## src/rtl/rsc_pkg.sv

```systemverilog
// Shared types, codes and defaults for the register shadow cache.
package rsc_pkg;

    // Default sizes handed to the top level parameters.
    localparam int ADDR_SPACE_DEF   = 256;
    localparam int TIME_WIDTH_DEF   = 32;
    localparam int EXEMPT_SLOTS_DEF = 4;

    // Number of exempt address registers in the register map.
    localparam int EXEMPT_REGS = 4;

    // Field widths.
    localparam int ADDR_W   = 8;
    localparam int VALUE_W  = 16;
    localparam int CMD_W    = 2;
    localparam int STATUS_W = 2;
    localparam int EXPIRY_W = 32;
    localparam int COUNT_W  = 3;
    localparam int CFG_IDX_W  = 3;
    localparam int CFG_DATA_W = 32;

    // Command codes carried in the input tuser.
    localparam logic [CMD_W-1:0] CMD_READ  = 2'd0;
    localparam logic [CMD_W-1:0] CMD_WRITE = 2'd1;
    localparam logic [CMD_W-1:0] CMD_TICK  = 2'd2;

    // Result status codes carried in the output tuser.
    localparam logic [STATUS_W-1:0] RS_OK             = 2'd0;
    localparam logic [STATUS_W-1:0] RS_OUT_OF_WINDOW  = 2'd1;
    localparam logic [STATUS_W-1:0] RS_NO_DATA        = 2'd2;

    // Configuration register indexes.
    localparam logic [CFG_IDX_W-1:0] CFG_WIN_LOW      = 3'd0;
    localparam logic [CFG_IDX_W-1:0] CFG_WIN_HIGH     = 3'd1;
    localparam logic [CFG_IDX_W-1:0] CFG_EXPIRY       = 3'd2;
    localparam logic [CFG_IDX_W-1:0] CFG_EXEMPT_COUNT = 3'd3;
    localparam logic [CFG_IDX_W-1:0] CFG_EXEMPT_0     = 3'd4;
    localparam logic [CFG_IDX_W-1:0] CFG_EXEMPT_1     = 3'd5;
    localparam logic [CFG_IDX_W-1:0] CFG_EXEMPT_2     = 3'd6;
    localparam logic [CFG_IDX_W-1:0] CFG_EXEMPT_3     = 3'd7;

    // Controller states.
    typedef enum logic [2:0] {
        ST_IDLE,
        ST_INDEX,
        ST_ACCESS,
        ST_LIMIT,
        ST_FINISH
    } rsc_state_t;

    // Configuration register contents.
    typedef struct packed {
        logic [ADDR_W-1:0]                   win_low;
        logic [ADDR_W-1:0]                   win_high;
        logic [EXPIRY_W-1:0]                 expiry;
        logic [COUNT_W-1:0]                  exempt_count;
        logic [EXEMPT_REGS-1:0][ADDR_W-1:0]  exempt_addr;
    } rsc_cfg_t;

    // Commands from the controller to the datapath.
    typedef struct packed {
        logic accept;
        logic calc_index;
        logic access;
        logic calc_limit;
        logic load_out;
    } rsc_cmd_t;

    // Status from the datapath to the controller.
    typedef struct packed {
        logic mem_op;
        logic is_read;
        logic out_free;
    } rsc_stat_t;

endpackage

```

## src/rtl/rsc_ctrl.sv

```systemverilog
// Controller state machine sequencing one command through the datapath.
module rsc_ctrl
    import rsc_pkg::*;
(
    input  logic       aclk,
    input  logic       aresetn,
    input  logic       s_tvalid,
    output logic       s_tready,
    input  rsc_stat_t  stat,
    output rsc_cmd_t   cmd
);

    rsc_state_t state_reg;
    rsc_state_t state_next;

    // State register.
    always_ff @(posedge aclk) begin
        if (!aresetn) begin
            state_reg <= ST_IDLE;
        end else begin
            state_reg <= state_next;
        end
    end

    // Next state.
    always_comb begin
        state_next = state_reg;
        case (state_reg)
            ST_IDLE: begin
                if (s_tvalid) begin
                    state_next = ST_INDEX;
                end
            end
            ST_INDEX: begin
                state_next = stat.mem_op ? ST_ACCESS : ST_FINISH;
            end
            ST_ACCESS: begin
                state_next = stat.is_read ? ST_LIMIT : ST_FINISH;
            end
            ST_LIMIT: begin
                state_next = ST_FINISH;
            end
            ST_FINISH: begin
                if (stat.out_free) begin
                    state_next = ST_IDLE;
                end
            end
            default: begin
                state_next = ST_IDLE;
            end
        endcase
    end

    // Outputs.
    always_comb begin
        cmd      = '0;
        s_tready = 1'b0;
        case (state_reg)
            ST_IDLE: begin
                s_tready   = 1'b1;
                cmd.accept = s_tvalid;
            end
            ST_INDEX: begin
                cmd.calc_index = 1'b1;
            end
            ST_ACCESS: begin
                cmd.access = 1'b1;
            end
            ST_LIMIT: begin
                cmd.calc_limit = 1'b1;
            end
            ST_FINISH: begin
                cmd.load_out = stat.out_free;
            end
            default: begin
                cmd = '0;
            end
        endcase
    end

    // A result is only loaded into a free output register.
    a_load_free: assert property (@(posedge aclk) disable iff (!aresetn)
        cmd.load_out |-> stat.out_free)
        else $error("result loaded while output register busy");

    // An accepted beat always moves on to index calculation.
    a_accept_index: assert property (@(posedge aclk) disable iff (!aresetn)
        cmd.accept |=> state_reg == ST_INDEX)
        else $error("accepted beat did not enter index stage");

    // The expiry limit is only formed right after a memory access.
    a_limit_after_access: assert property (@(posedge aclk) disable iff (!aresetn)
        state_reg == ST_LIMIT |-> $past(state_reg) == ST_ACCESS)
        else $error("limit stage entered without a memory access");

endmodule

```

## config.mk

```make
export PLATFORM = sky130hd
export DESIGN_NAME = rsc_ctrl
export DESIGN_NICKNAME = d
export VERILOG_FILES = /design/src/rtl/rsc_pkg.sv /design/src/rtl/rsc_ctrl.sv
export SDC_FILE = /design/constraint.sdc
export NUM_CORES = 1
export LEC_CHECK = 0
export BUFFER_PORTS_ARGS = -buffer_cell sky130_fd_sc_hd__buf_2
export CAP_MARGIN = 20
export CORE_AREA = 3 3 40 42
export DETAILED_ROUTE_END_ITERATION = 7
export DIE_AREA = 0 0 43 45
export MAX_ROUTING_LAYER = met4
export PLACE_DENSITY = 0.38
export SLEW_MARGIN = 15
export SYNTH_ARGS = -nofsm -noshare
export SYNTH_HDL_FRONTEND = slang
export SYNTH_SLANG_ARGS = --single-unit
```

## constraint.sdc

```tcl
create_clock -name aclk -period 1 [get_ports aclk]
set_input_delay 0.15 -clock aclk [delete_from_list [all_inputs] [get_ports aclk]]
set_output_delay 0.15 -clock aclk [all_outputs]
set_load 0.02 [all_outputs]
```

==> results of run 1 <==
## cells in the final DEF (no fill, tap or decap), drive strengths merged
cell / netlist / layout
nor4b: 2 / 2
clkbuf: 0 / 4
o21ai: 1 / 1
nor3: 1 / 1
a21oi: 2 / 2
nand3b: 3 / 3
mux2i: 1 / 1
dfxtp: 3 / 3
nand2b: 2 / 2
buf: 2 / 17
and2: 1 / 1
and3b: 1 / 1
nor3b: 3 / 3
nor2b: 1 / 1
## kinds of logic (layout without fill, tap and decap cells)
kind of cell           count (synthesis)  after routing  share of synthesized area (%)
buffers and inverters                  2             21                           7.34
DFF                                    3              3                           27.1
AOI/OAI and AO/OA                      3              3                           8.48
muxes                                  1              1                           4.52
and+or+nand+nor                       14             14                           52.5
## worst paths after layout
path | startpoint | end | slack (ps) | cells after the start
setup / recovery | state_reg[1] | cmd[0] | -210 | 3
hold / removal | stat[1] | state_reg[1] | 200 | 3
hold reg to reg | state_reg[0] | state_reg[0] | 480 | 1
setup reg to reg | state_reg[1] | state_reg[2] | 20 | 4
## power groups by stage
stage / logic, W / registers, W / clock network [W]
after global placement: 0.000105 / 0.000145 / 0
after CTS: 0.000132 / 0.000139 / 0.000215
after floorplan: 0.0000737 / 0.000135 / 0
after global routing: 0.000153 / 0.000140 / 0.000220
final: 0.000141 / 0.000138 / 0.000208
after detailed placement: 0.000107 / 0.000145 / 0
## cell usage after synthesis
master    instances
nor2b_1           1
and2_1            1
nor3b_1           2
dfxtp_1           3
nor4b_1           1
nor3_1            1
nand2b_1          1
nand3b_1          3
nand2b_2          1
buf_6             1
and3b_2           1
nor4b_2           1
a21oi_1           2
mux2i_1           1
o21ai_2           1
buf_2             1
nor3b_2           1
## worst max-delay path, stage by stage (launching register included)
cell and delay, ps:
dfxtp_4 350, nor3b_2 190, and2_2 170, buf_6 110
## per-stage QoR
stage	total power, W	hold slack, ps	utilization, %	cell area (um^2)	instances
floorplan	0.000209	302	-	240	23
global placement	0.000251	437	25.5	328	51
detailed placement	0.000252	442	25.5	328	51
CTS	0.000486	199	32.2	414	57
global route	0.000513	218	33.0	424	57
finish	0.000487	203	33.0	424	57
## area by class of cell
class	instances	area, um^2
Tap cell	15	18.8
Timing Repair Buffer	17	130
Sequential cell	3	71.3
Multi-Input combinational cell	18	178
Clock buffer	4	26.3
Fill cell	145	861
## layer usage
layer / vias to the layer above / wire, um / global-route usage, % / share of wire [%]
li1: 121 / - / - / -
met4: 0 / 0 / 5.42 / 0
met3: 0 / 41 / 1.59 / 6.8
met2: 11 / 342 / 14.7 / 57
met5: - / 0 / - / 0
met1: 117 / 216 / 6.22 / 36
## what timing repair did
item | in CTS | in global routing
gates cloned | 0 | 0
buffers inserted | 2 | 0
pin swaps | 3 | 3
hold buffers | 0 | 0
setup endpoints to repair | 7 | 7
gates resized for setup | 16 | 2
==> qor.yml, run 1 <==
status: "complete, but fails checks"
violations: "setup timing"
place_ws_ps: -71.7
insertion_delay_ps: 230
yosys_warnings: 0
startpoint_type: "flip-flop"
grt_max_degree: 9
syn-num-nets: 29
grt_pass1_wl_um: 1060
pwr-share-comb_pct: 29.0
maxSlewViolCount: 0
layout_setup_ws_ps: -208
drive_above_1_share_pct: 81.0
pin_count: 12
place_hpwl_um: 445
critPathKind: "flip-flop to output port"
maxCapViolCount: 0
setup_viol: 6
p_sw_w: 0.000134
yosys-top-cells-area: "dfxtp_1 27%, nand3b_1 10%, nor3b_1 6.8%"
dr.pass1.iters: 4
cellPowerDensity_nw_per_um2: 1150
power_frac_clock_pct: 42.6
tns_ps: -1030
syn_inst: 23
die_area_um2: 1940
drc: 0
fin_nets: 49
yosysSeqAreaShare_pct: 27.1
grt_overflow_total: 0
critPathMaxFanout: 6
htree_levels: 1
vias_per_cell: 4.37
max_slew_margin_pct: 85.4
skew_ps: 3.06
antennaDiodeCount: 0
critical_path_arrival_ps: 1060
grt_pass1_vias: 279
drtIter0Drc: 2
p_seq_share_pct: 28.4
wl_per_cell_um: 10.5
place.gp.congestion: 0.716
netlist.area_leader.share_pct: 27.1
rsz0062_at_grt: "yes"
fmax_mhz: 828
largest_reg_flops: 3
cts_tree: "yes"
max-vdd-ir-drop_v: 0.000493
cts_buffer_depth: 2
die_h_um: 45
start_util_pct: 17.2
wl_um: 600
antenna_found_initial: 0
p_leak_nw: 0.187
synth_cell_types: 17
rows: 13
synth_top_cell_by_area: "dfxtp_1"
clock_sinks: 3
hp-class: "input pin to flip-flop"
vias: 249
root_buffer: "clkbuf_4"
synthToLayoutAreaGrowth_pct: 91.5
numCtsBuffers: 3
avgSynthCellArea_um2: 9.63
core-area_um2: 1280
die_w_um: 43
synth-seq-cells: 3
grtUsageTotal_pct: 7.53
cp.required_ps: 850
worst_pin_slew_ps: 213
netlist_area_um2: 221
io_buffers: 11
hold_violations: 0
ant_nets: 0
p_int_w: 0.000353
switching_share_pct: 27.5
clk_pin_slew_worst_paths_ps: 40
min_period_ps: 1210
endpoint_kind: "output port"
fin_crit_sh_pct: 121
Power figures use the tool's default switching activity.
==> run 2, diff against run 1 <==
--- a/config.mk
+++ b/config.mk
@@ -5,13 +5,14 @@
 export SDC_FILE = /design/constraint.sdc
 export NUM_CORES = 1
 export LEC_CHECK = 0
-export BUFFER_PORTS_ARGS = -buffer_cell sky130_fd_sc_hd__buf_2
 export CAP_MARGIN = 20
 export CORE_AREA = 3 3 40 42
+export CTS_BUF_LIST = sky130_fd_sc_hd__clkbuf_2
 export DETAILED_ROUTE_END_ITERATION = 7
 export DIE_AREA = 0 0 43 45
+export DONT_BUFFER_PORTS = 1
 export MAX_ROUTING_LAYER = met4
-export PLACE_DENSITY = 0.38
+export PLACE_DENSITY = 0.3
 export SLEW_MARGIN = 15
 export SYNTH_ARGS = -nofsm -noshare
 export SYNTH_HDL_FRONTEND = slang
==> run 2 against run 1 <==
  * The flow still finishes with violations (setup timing)
  * Power down 8.2%
  * Clock skew is 1.8 ps lower
  * Maximum frequency is 3.1% higher
  * Final cell count down 12%
  * First-iteration DRC count is 50% lower
  * Clock power shrank 18%
  * Count of clock-buffer cells in the layout did not move
  * Die area is the same
  * Critical endpoint is now cmd[2]
  * Largest power group unchanged
==> qor.yml, run 2 (synthesis gave the netlist of run 1 again) <==
vias: 215
htree_levels: 1
vias_per_cell: 4.30
hp-class: "input pin to flip-flop"
numCtsBuffers: 3
die_h_um: 45
dr_wl_met2_um: 341
cp.required_ps: 850
place_ws_ps: -57.0
placed_cell_area_um2: 303
pwr-share-comb_pct: 30.4
hold_violations: 0
grt_overflow_total: 0
worst_pin_slew_ps: 165
clk_pin_slew_worst_paths_ps: 40
critPathMostFrequentCell: "buf_6"
grt_pass1_vias: 231
start_util_pct: 17.2
critPathMaxFanout: 6
max_stage_delay_ps: 360
min_period_ps: 1170
grt_pass1_wl_um: 1120
p_leak_nw: 0.161
root_buffer: "clkbuf_2"
clock_sinks: 3
antenna_found_initial: 0
power_frac_clock_pct: 38.0
rows: 13
place.gp.congestion: 0.595
fmax_mhz: 854
met3_length_um: 17
fin_nets: 42
grtUsageTotal_pct: 8.65
maxSlewViolCount: 0
final_common_cell: "buf_6"
violations: "setup timing"
multi_input_area_um2: 198
p_sw_w: 0.000138
cpMaxStageDelayCell: "dfxtp_4"
cts_buffer_depth: 2
grt_max_degree: 8
core-area_um2: 1280
pin_count: 12
largest_reg_flops: 3
p_int_w: 0.000308
fin_crit_sh_pct: 117
cts_tree: "yes"
top_layer: "met3"
postLayoutCellArea_um2: 409
die_area_um2: 1940
max_slew_margin_pct: 88.7
power_w: 0.000447
wl_per_cell_um: 12.7
startpoint_type: "flip-flop"
synthToLayoutAreaGrowth_pct: 84.7
drc: 0
skew_ps: 1.21
tns_ps: -858
mostFrequentLayoutCells: "7 x buf_6, 4 x clkbuf_2, 3 x nand3b_1, 3 x buf_4, 3 x dfxtp_4"
ant_nets: 0
place_hpwl_um: 434
p_seq_share_pct: 31.6
insertion_delay_ps: 200
postLayoutCoreUtil_pct: 31.8
switching_share_pct: 31.0
die_w_um: 43
critical_path_arrival_ps: 1020
antennaDiodeCount: 0
critPathKind: "flip-flop to output port"
m1WireLength_um: 275
crit_chain: "buf_6 > nor3b_4 > buf_6"
drive_above_1_share_pct: 85.7
rsz0062_at_grt: "yes"
io_buffers: 0
wl_um: 633
fillers: 146
cellPowerDensity_nw_per_um2: 1090
max-vdd-ir-drop_v: 0.000229
layout_setup_ws_ps: -171
cts_hold_buf: 0
drtIter0Drc: 1
maxCapViolCount: 0
dr.pass1.iters: 2
setup_viol: 6
status: "complete, but fails checks"
endpoint_kind: "output port"
final-seq-area_um2: 71.3
[run 2: cell count changes in the layout (fill, tap and decap cells not counted), moves of 3 or more]
cell | before | now
buf_2 | 5 | 0
buf_4 | 8 | 3
clkbuf_2 | 0 | 4
buf_6 | 4 | 7
clkbuf_4 | 3 | 0
[run 2: through the flow]
step                cells  hold slack, ps
detailed placement     44             324
CTS                    50            92.9
finish                 50             114
global placement       44             326
floorplan              23             302
global route           50            95.9
[run 2: cell type report]
cell class              instances  share of cell area, %
multi-input cells              18                   48.3
repair buffers                 10                   24.8
flip-flops and latches          3                   17.4
clock buffers                   4                   4.89
well taps                      15                   4.59
[run 2: worst max-delay path: cells and delay by family, from the launching register on]
kind                   cells  cell delay [ps]
flip-flops                 1              360
buffers and inverters      2              270
AND/OR/NAND/NOR            1              190
[run 2: repair_timing]
| item | CTS | global route |
|---|---|---|
| pin swaps | 4 | 4 |
| endpoints found under the setup margin | 6 | 9 |
| buffers inserted | 2 | 0 |
| resized for setup | 11 | 11 |
[run 2: path summary, 6_finish.rpt]
check	start	endpoint	slack, ps	depth (start not counted)
setup reg to reg	state_reg[1]	state_reg[2]	40	4
hold reg to reg	state_reg[2]	state_reg[0]	470	1
hold / removal	aresetn	state_reg[2]	110	2
setup / recovery	state_reg[2]	cmd[2]	-170	3
[run 2: power groups by stage]
stage	sequential (W)	combinational (W)	clock, W
after floorplan	0.000135	0.0000737	0
after global placement	0.000146	0.000101	0
after detailed placement	0.000146	0.000101	0
after CTS	0.000139	0.000117	0.000181
after global routing	0.000144	0.000145	0.000194
final	0.000141	0.000136	0.000170
[run 2: layer usage]
metal,global-route usage (%),vias to the layer above
met2,12.3,4
met4,9.04,0
met1,9.83,105
met3,1.59,0
li1,-,106
met5,-,-
